[config.mk]
export PLATFORM = sky130hd
export DESIGN_NAME = step_sequence_lfo
export DESIGN_NICKNAME = d
export VERILOG_FILES = /design/src/sslfo_pkg.sv /design/src/sslfo_mul.sv /design/src/step_sequence_lfo.sv
export SDC_FILE = /design/constraint.sdc
export NUM_CORES = 2
export LEC_CHECK = 0
export BUFFER_PORTS_ARGS = -buffer_cell sky130_fd_sc_hd__buf_2
export CELL_PAD_IN_SITES_DETAIL_PLACEMENT = 1
export CELL_PAD_IN_SITES_GLOBAL_PLACEMENT = 1
export CORE_MARGIN = 2
export CORE_UTILIZATION = 50
export DETAILED_ROUTE_END_ITERATION = 12
export PLACE_DENSITY = 0.9
export SKIP_LAST_GASP = 1
export SYNTH_ARGS = -nofsm -noshare
export SYNTH_HDL_FRONTEND = slang
export SYNTH_HIERARCHICAL = 1
export SYNTH_SLANG_ARGS = --single-unit
[constraint.sdc]
create_clock -name clock -period 26.2 [get_ports clock]
set_clock_uncertainty 0.05 [all_clocks]
set_input_delay 7.86 -clock clock [delete_from_list [all_inputs] [get_ports clock]]
set_output_delay 7.86 -clock clock [all_outputs]
set_load 0.02 [all_outputs]
[src/sslfo_pkg.sv]
// ----------------------------------------------------------------------------
// sslfo_pkg: shared types and constants for the stepped LFO
// Widths, register indexes, sequencer states and the step lookup.
// ----------------------------------------------------------------------------
package sslfo_pkg;

   localparam int PHASE_W    = 32;
   localparam int LEVEL_W    = 16;
   localparam int SMOOTH_W   = 17;
   localparam int COUNT_W    = 16;
   localparam int STEP_IDX_W = 4;
   localparam int STEP_REG_N = 4;
   localparam int STEP_REG_W = 64;
   localparam int CSR_IDX_W  = 3;
   localparam int ACC_W      = 32;

   localparam int MUL_A_W = 32;
   localparam int MUL_B_W = 17;
   localparam int PROD_W  = MUL_A_W + MUL_B_W;

   // 1.0 in the 1.16 weight format
   localparam logic [SMOOTH_W-1:0]   UNITY      = 17'h10000;
   localparam logic [STEP_REG_W-1:0] STEP_RESET = 64'h8000_8000_8000_8000;

   localparam logic [CSR_IDX_W-1:0] CSR_PHASE_INC = 3'd0;
   localparam logic [CSR_IDX_W-1:0] CSR_SMOOTH    = 3'd1;
   localparam logic [CSR_IDX_W-1:0] CSR_STEPS_0   = 3'd2;
   localparam logic [CSR_IDX_W-1:0] CSR_STEPS_1   = 3'd3;
   localparam logic [CSR_IDX_W-1:0] CSR_STEPS_2   = 3'd4;
   localparam logic [CSR_IDX_W-1:0] CSR_STEPS_3   = 3'd5;

   typedef enum logic [7:0] {
      ST_IDLE = 8'b0000_0001,  // waiting for a request beat
      ST_MPH  = 8'b0000_0010,  // increment * sample count
      ST_ACC  = 8'b0000_0100,  // phase accumulate
      ST_MA   = 8'b0000_1000,  // a * (1 - frac)
      ST_MB   = 8'b0001_0000,  // b * frac
      ST_MY   = 8'b0010_0000,  // y * s, finish interpolation
      ST_MR   = 8'b0100_0000,  // raw * (1 - s)
      ST_SUM  = 8'b1000_0000   // finish smoothing, load result
   } state_type;

   typedef logic [STEP_REG_W-1:0] step_regs_type [STEP_REG_N];

   function automatic logic [LEVEL_W-1:0] step_level(
      input step_regs_type              regs,
      input logic [STEP_IDX_W-1:0]      idx
   );
      logic [STEP_REG_W-1:0] word;
      word = regs[idx[3:2]];
      return word[idx[1:0]*LEVEL_W +: LEVEL_W];
   endfunction

endpackage

[src/sslfo_mul.sv]
// ----------------------------------------------------------------------------
// sslfo_mul: registered unsigned multiplier
// 32 x 17 unsigned product, registered; shared by all multiply steps of the sequence.
// ----------------------------------------------------------------------------
module sslfo_mul (
   input  logic                              clock,
   input  logic [sslfo_pkg::MUL_A_W-1:0]     mul_a,
   input  logic [sslfo_pkg::MUL_B_W-1:0]     mul_b,
   output logic [sslfo_pkg::PROD_W-1:0]      product
);

   logic [sslfo_pkg::PROD_W-1:0] prod_ff;
   logic [sslfo_pkg::PROD_W-1:0] prod_in;

   assign prod_in = {{sslfo_pkg::MUL_B_W{1'b0}}, mul_a} *
                    {{sslfo_pkg::MUL_A_W{1'b0}}, mul_b};

   always_ff @(posedge clock) begin
      prod_ff <= prod_in;
   end

   assign product = prod_ff;

endmodule

[src/step_sequence_lfo.sv]
// ----------------------------------------------------------------------------
// step_sequence_lfo: stepped LFO, linear interpolation, one-pole smoothing
// Sequence: a request beat starts the sequencer, which walks its steps in order,
//   the last one loading the output register; a new request is accepted only
//   once it is back in idle. A response not taken holds the last step and the request.
// The sequence runs five dependent products on the single shared multiplier.
// Reset (synchronous, active high) clears phase and level to zero, the rate
//   and smoothing registers to zero and every step level to 0x8000.
// ----------------------------------------------------------------------------
module step_sequence_lfo (
   input  logic                                  clock,
   input  logic                                  reset,

   input  logic                                  req_valid,
   output logic                                  req_ready,
   input  logic [sslfo_pkg::COUNT_W-1:0]         req_sample_count,

   output logic                                  rsp_valid,
   input  logic                                  rsp_ready,
   output logic [sslfo_pkg::LEVEL_W-1:0]         rsp_lfo_level,

   input  logic                                  csr_valid,
   output logic                                  csr_ready,
   input  logic [sslfo_pkg::CSR_IDX_W-1:0]       csr_index,
   input  logic [sslfo_pkg::STEP_REG_W-1:0]      csr_data
);

   // ---------------- configuration registers ----------------
   logic [sslfo_pkg::PHASE_W-1:0]  phase_inc_ff;
   logic [sslfo_pkg::SMOOTH_W-1:0] smooth_ff;
   sslfo_pkg::step_regs_type       steps_ff;

   // ---------------- sequencer and datapath state ----------------
   sslfo_pkg::state_type            state_ff, state_in;
   logic [sslfo_pkg::COUNT_W-1:0]   count_ff;
   logic [sslfo_pkg::PHASE_W-1:0]   phase_ff;
   logic [sslfo_pkg::ACC_W-1:0]     acc_ff;
   logic [sslfo_pkg::LEVEL_W-1:0]   raw_ff;
   logic [sslfo_pkg::LEVEL_W-1:0]   smoothed_ff;
   logic                            rsp_valid_ff, rsp_valid_in;

   logic                            req_beat;
   logic                            rsp_beat;
   logic                            csr_beat;
   logic                            out_free;

   // Phase breakdown: top 4 bits pick the step, next 16 are the fraction
   logic [sslfo_pkg::STEP_IDX_W-1:0] step_idx;
   logic [sslfo_pkg::STEP_IDX_W-1:0] step_nxt;
   logic [sslfo_pkg::LEVEL_W-1:0]    frac;
   logic [sslfo_pkg::LEVEL_W-1:0]    level_a;
   logic [sslfo_pkg::LEVEL_W-1:0]    level_b;
   logic [sslfo_pkg::SMOOTH_W-1:0]   smooth_sat;

   logic [sslfo_pkg::MUL_A_W-1:0]    mul_a;
   logic [sslfo_pkg::MUL_B_W-1:0]    mul_b;
   logic [sslfo_pkg::PROD_W-1:0]     product;
   logic [sslfo_pkg::ACC_W-1:0]      prod_lo;
   logic [sslfo_pkg::ACC_W-1:0]      acc_sum;

   assign req_beat  = req_valid & req_ready;
   assign rsp_beat  = rsp_valid_ff & rsp_ready;
   assign csr_beat  = csr_valid & csr_ready;
   assign out_free  = ~rsp_valid_ff | rsp_ready;

   assign req_ready     = (state_ff == sslfo_pkg::ST_IDLE);
   assign csr_ready     = 1'b1;
   assign rsp_valid     = rsp_valid_ff;
   assign rsp_lfo_level = smoothed_ff;   // only changes when the result is loaded

   assign step_idx = phase_ff[sslfo_pkg::PHASE_W-1 -: sslfo_pkg::STEP_IDX_W];
   assign step_nxt = step_idx + 1'b1;    // wraps last step to step 0
   assign frac     = phase_ff[sslfo_pkg::PHASE_W-sslfo_pkg::STEP_IDX_W-1 -:
                              sslfo_pkg::LEVEL_W];
   assign level_a  = sslfo_pkg::step_level(steps_ff, step_idx);
   assign level_b  = sslfo_pkg::step_level(steps_ff, step_nxt);

   // Weights above 1.0 clamp to 1.0 (bit 16 set means >= 65536)
   assign smooth_sat = smooth_ff[sslfo_pkg::SMOOTH_W-1] ? sslfo_pkg::UNITY : smooth_ff;

   // Both weighted sums stay below 2^32, so 32-bit low halves are exact
   assign prod_lo = product[sslfo_pkg::ACC_W-1:0];
   assign acc_sum = acc_ff + prod_lo;

   // ---------------- shared multiplier operand select ----------------
   always_comb begin
      mul_a = '0;
      mul_b = '0;
      unique case (state_ff)
         sslfo_pkg::ST_MPH: begin
            mul_a = phase_inc_ff;
            mul_b = {1'b0, count_ff};
         end
         sslfo_pkg::ST_MA: begin
            mul_a = {{(sslfo_pkg::MUL_A_W-sslfo_pkg::LEVEL_W){1'b0}}, level_a};
            mul_b = sslfo_pkg::UNITY - {1'b0, frac};
         end
         sslfo_pkg::ST_MB: begin
            mul_a = {{(sslfo_pkg::MUL_A_W-sslfo_pkg::LEVEL_W){1'b0}}, level_b};
            mul_b = {1'b0, frac};
         end
         sslfo_pkg::ST_MY: begin
            mul_a = {{(sslfo_pkg::MUL_A_W-sslfo_pkg::LEVEL_W){1'b0}}, smoothed_ff};
            mul_b = smooth_sat;
         end
         // operands held through the final step so a stalled product stays put
         sslfo_pkg::ST_MR, sslfo_pkg::ST_SUM: begin
            mul_a = {{(sslfo_pkg::MUL_A_W-sslfo_pkg::LEVEL_W){1'b0}}, raw_ff};
            mul_b = sslfo_pkg::UNITY - smooth_sat;
         end
         sslfo_pkg::ST_IDLE, sslfo_pkg::ST_ACC: begin
            mul_a = '0;
            mul_b = '0;
         end
         default: begin
            mul_a = '0;
            mul_b = '0;
         end
      endcase
   end

   sslfo_mul u_mul (
      .clock   (clock),
      .mul_a   (mul_a),
      .mul_b   (mul_b),
      .product (product)
   );

   // ---------------- sequencer ----------------
   // Each product lands in the cycle after its operands; the add that uses it
   // overlaps the next multiply.
   always_comb begin
      state_in     = state_ff;
      rsp_valid_in = rsp_valid_ff;
      if (rsp_beat) begin
         rsp_valid_in = 1'b0;
      end
      unique case (state_ff)
         sslfo_pkg::ST_IDLE: begin
            if (req_beat) begin
               state_in = sslfo_pkg::ST_MPH;
            end
         end
         sslfo_pkg::ST_MPH: state_in = sslfo_pkg::ST_ACC;
         sslfo_pkg::ST_ACC: state_in = sslfo_pkg::ST_MA;
         sslfo_pkg::ST_MA:  state_in = sslfo_pkg::ST_MB;
         sslfo_pkg::ST_MB:  state_in = sslfo_pkg::ST_MY;
         sslfo_pkg::ST_MY:  state_in = sslfo_pkg::ST_MR;
         sslfo_pkg::ST_MR:  state_in = sslfo_pkg::ST_SUM;
         sslfo_pkg::ST_SUM: begin
            // hold here (product stays put) until the output register frees
            if (out_free) begin
               state_in     = sslfo_pkg::ST_IDLE;
               rsp_valid_in = 1'b1;
            end
         end
         default: state_in = sslfo_pkg::ST_IDLE;
      endcase
   end

   always_ff @(posedge clock) begin
      if (reset) begin
         state_ff     <= sslfo_pkg::ST_IDLE;
         rsp_valid_ff <= 1'b0;
         phase_ff     <= '0;
         smoothed_ff  <= '0;
      end else begin
         state_ff     <= state_in;
         rsp_valid_ff <= rsp_valid_in;
         if (state_ff == sslfo_pkg::ST_ACC) begin
            phase_ff <= phase_ff + prod_lo;   // wraps mod 2^32
         end
         if ((state_ff == sslfo_pkg::ST_SUM) && out_free) begin
            smoothed_ff <= acc_sum[sslfo_pkg::ACC_W-1 -: sslfo_pkg::LEVEL_W];
         end
      end
   end

   // payload registers, no reset
   always_ff @(posedge clock) begin
      if (req_beat) begin
         count_ff <= req_sample_count;
      end
      unique case (state_ff)
         sslfo_pkg::ST_MB: acc_ff <= prod_lo;                       // a*(1-f)
         sslfo_pkg::ST_MY: raw_ff <= acc_sum[sslfo_pkg::ACC_W-1 -: sslfo_pkg::LEVEL_W];
         sslfo_pkg::ST_MR: acc_ff <= prod_lo;                       // y*s
         sslfo_pkg::ST_IDLE, sslfo_pkg::ST_MPH, sslfo_pkg::ST_ACC,
         sslfo_pkg::ST_MA, sslfo_pkg::ST_SUM: begin
         end
         default: begin
         end
      endcase
   end

   // ---------------- configuration writes ----------------
   always_ff @(posedge clock) begin
      if (reset) begin
         phase_inc_ff <= '0;
         smooth_ff    <= '0;
         for (int i = 0; i < sslfo_pkg::STEP_REG_N; i++) begin
            steps_ff[i] <= sslfo_pkg::STEP_RESET;
         end
      end else if (csr_beat) begin
         unique case (csr_index)
            sslfo_pkg::CSR_PHASE_INC: phase_inc_ff <= csr_data[sslfo_pkg::PHASE_W-1:0];
            sslfo_pkg::CSR_SMOOTH:    smooth_ff    <= csr_data[sslfo_pkg::SMOOTH_W-1:0];
            sslfo_pkg::CSR_STEPS_0:   steps_ff[0]  <= csr_data;
            sslfo_pkg::CSR_STEPS_1:   steps_ff[1]  <= csr_data;
            sslfo_pkg::CSR_STEPS_2:   steps_ff[2]  <= csr_data;
            sslfo_pkg::CSR_STEPS_3:   steps_ff[3]  <= csr_data;
            default: begin
               // unknown index: write dropped
            end
         endcase
      end
   end

   // ---------------- assertions ----------------
   a_req_starts_seq: assert property (@(posedge clock) disable iff (reset)
      req_beat |=> (state_ff == sslfo_pkg::ST_MPH))
      else $error("request beat did not start the sequence");

   a_phase_only_in_acc: assert property (@(posedge clock) disable iff (reset)
      (state_ff != sslfo_pkg::ST_ACC) |=> $stable(phase_ff))
      else $error("phase moved outside the accumulate step");

   a_level_only_on_load: assert property (@(posedge clock) disable iff (reset)
      (state_ff != sslfo_pkg::ST_SUM) |=> $stable(smoothed_ff))
      else $error("output level changed outside the result load");

   a_sum_waits_for_out: assert property (@(posedge clock) disable iff (reset)
      ((state_ff == sslfo_pkg::ST_SUM) && rsp_valid_ff && !rsp_ready)
      |=> ((state_ff == sslfo_pkg::ST_SUM) && $stable(smoothed_ff)))
      else $error("result overwrote a beat still waiting on the response side");

   a_load_sets_valid: assert property (@(posedge clock) disable iff (reset)
      ((state_ff == sslfo_pkg::ST_SUM) && out_free) |=> rsp_valid_ff)
      else $error("loaded result not presented");

endmodule
==> flow_metrics.env <==
export IMPL_place_hpwl_mm=87.0
export IMPL_critical_path_reg2reg_endpoint="u_mul/product[31]"
export IMPL_grt_first_pass_wirelength_mm=200
export IMPL_setup_tns_ns=0
export IMPL_grt_max_degree=224
export IMPL_timing_critical_path_from="phase_ff[28]"
export IMPL_hold_depth=2
export IMPL_reg2reg_depth=25
export IMPL_r2r_setup_slack_ns=15.68
export IMPL_cts_repair_timing_setup_buffer_count=0
export IMPL_groute_usage_overall=0.351
export IMPL_post_layout_total_power_mw=1.59
export IMPL_ys_warn_count=6
export IMPL_tightestPinTransition_ns=1.15
export IMPL_crit_path_end_kind="flop"
export IMPL_clock_root_buffer="sky130_fd_sc_hd__clkbuf_16"
export IMPL_place_gp_congestion=0.883
export IMPL_syn_instance_count=3966
export IMPL_clock_tree_buffer_depth=3
export IMPL_status="finished, final reports clean"
export IMPL_p_sw_frac=0.252
export IMPL_fin_crit_sh=0.402
export IMPL_critPathKind="reg -> reg"
export IMPL_layout_common_cells="sky130_fd_sc_hd__nand2_1, sky130_fd_sc_hd__a21oi_1, sky130_fd_sc_hd__inv_1"
export IMPL_numPortBuffers=105
export IMPL_timing_final_max_slew_violations=0
export IMPL_drive_gt1_frac=0.115
export IMPL_grt_pass1_vias=34400
export IMPL_clockPowerShare=0.484
export IMPL_mostFrequentLayoutCell="sky130_fd_sc_hd__nand2_1"
export IMPL_grt_overflow=0
export IMPL_p_sw_uw=401
export IMPL_timing_final_hold_violations=0
export IMPL_path_common_cell="sky130_fd_sc_hd__fa_1"
export IMPL_leakagePower_nw=16.1
export IMPL_cts_inserted_buffers=50
export IMPL_clock_period_minus_worst_slack_ns=10.52
export IMPL_antenna_viol_nets_final=0
export IMPL_post_cts_resized=0
export IMPL_area_growth_syn_to_layout_pct=8.37
export IMPL_worst_endpoint_required_ns=26.64
export IMPL_p_int_mw=1.19
export IMPL_placement_rows=97
export IMPL_sequential_cell_area_sq_um=9820
export IMPL_rsz_0062_raised_after_global_routing="no"
export IMPL_layoutNonFillerInstCount=4898
export IMPL_totalWireLength_mm=128
export IMPL_worstHoldPathType="reg -> reg"
export IMPL_post_synth_instance_area_sq_um=35500
export IMPL_avgSynthCellArea_sq_um=8.96
export IMPL_dieArea_sq_um=73200
export IMPL_crit_path_max_fanout=44
export IMPL_timing_slew_headroom=0.234
export IMPL_start_kind="flop"
export IMPL_routed_via_count=31200
export IMPL_finalHoldWorstSlack_ns=0.401
export IMPL_crit_path_dat_ns=10.96
export IMPL_top_level_ports=107
export IMPL_power_share_sequential=0.463
export IMPL_power_ir_vdd_worst_mv=0.0508
export IMPL_initial_utilization=0.507
export IMPL_dp_cells=4803
export IMPL_critical_path_slowest_cell="sky130_fd_sc_hd__buf_4"
export IMPL_antenna_found_initial=8
export IMPL_place_worst_setup_slack_ns=15.87
export IMPL_min_to="phase_inc_ff[19]"
export IMPL_finish_net_count=4469
export IMPL_post_drt_wl_per_cell_microns=26.2
export IMPL_die_width_microns=271
export IMPL_p_comb_frac=0.053
export IMPL_max_stage_delay_ns=0.79
export IMPL_tritoncts_clock_tree="yes"
export IMPL_report_final_setup_viol=0
export IMPL_drc=0
export IMPL_multiInputGateArea_sq_um=23200
export IMPL_clock_sinks=458
export IMPL_drt_pass1_iter_count=6
export IMPL_drt_initial_drc_count=3306
export IMPL_worst_setup_hold_path_clk_slew_ns=0.07
export IMPL_synth_net_count=4520
export IMPL_minimum_setup_slack_in_the_final_design_ns=15.68
export IMPL_layout_filler_cells=8123
export IMPL_clk_latency_ns=0.65
export IMPL_maxCapViolations=0
export IMPL_core_area_sq_um=70100
export IMPL_hold_path_startpoint="phase_inc_ff[19]"
export IMPL_die_height_microns=271
export IMPL_cts_hold_buffers=0
export IMPL_vias_per_cell=6.38
export IMPL_htreeDepth=2
export IMPL_power_density_nw_per_um2=41.3
export IMPL_r2r_start="phase_ff[28]"
export IMPL_max_freq_mhz=95.0
-- metrics by stage --
stage               utilization  area (sq um)
global placement          0.524         36800
detailed placement        0.524         36800
finish                    0.549         38500
floorplan                     -         35500
CTS                       0.549         38500
global route              0.549         38500
-- worst max path at each step --
stage                                   end  slack (ns)  depth (start not counted)
after floorplan                   req_ready       16.80                          3
after global placement    u_mul/product[17]       16.16                         29
after detailed placement  u_mul/product[17]       15.87                         29
after CTS                 u_mul/product[31]       15.75                         27
after global routing      u_mul/product[31]       15.23                         27
final                     u_mul/product[31]       15.68                         25
-- power groups by stage --
stage                     combinational, mW  clock, mW  sequential, mW
after detailed placement             0.0793          0           0.751
after CTS                            0.0812      0.772           0.736
after global placement               0.0762          0           0.750
final                                0.0844      0.769           0.737
after global routing                 0.0884      0.801           0.737
after floorplan                      0.0435          0           0.745
-- layer usage --
layer	global-route usage	share of wire	vias up
li1	-	-	13000
met1	0.408	0.35	15800
met5	0	0.00033	-
met3	0.0662	0.088	614
met4	0.244	0.079	6
met2	0.588	0.48	1859
-- layout make-up --
class / count / share of cell area
multi-input combinational: 2829 / 0.603
antenna: 3 / 0.000195
clock inverter: 17 / 0.00637
inverter: 413 / 0.0402
clock buffer: 75 / 0.0394
timing repair buffer: 163 / 0.0255
tap: 940 / 0.0305
sequential: 458 / 0.255
-- worst max-delay path: cells and delay by family (launching register included) --
family,cells,cell delay [ns]
AOI/OAI and AO/OA,6,1.82
xor gates and xnor gates,2,0.29
adders and majority gates,8,3.87
buffers and inverters,5,1.93
DFF,1,0.32
muxes,2,1.18
and+or+nand+nor,2,0.81
-- flip-flops by register name, indices dropped and copies added, names as in the netlist, 17 cells and up --
signal	cells
steps_ff	256
acc_ff	32
phase_ff	32
phase_inc_ff	32
u_mul/product	32
smooth_ff	17
No activity file was read; power rests on OpenSTA's default activity.
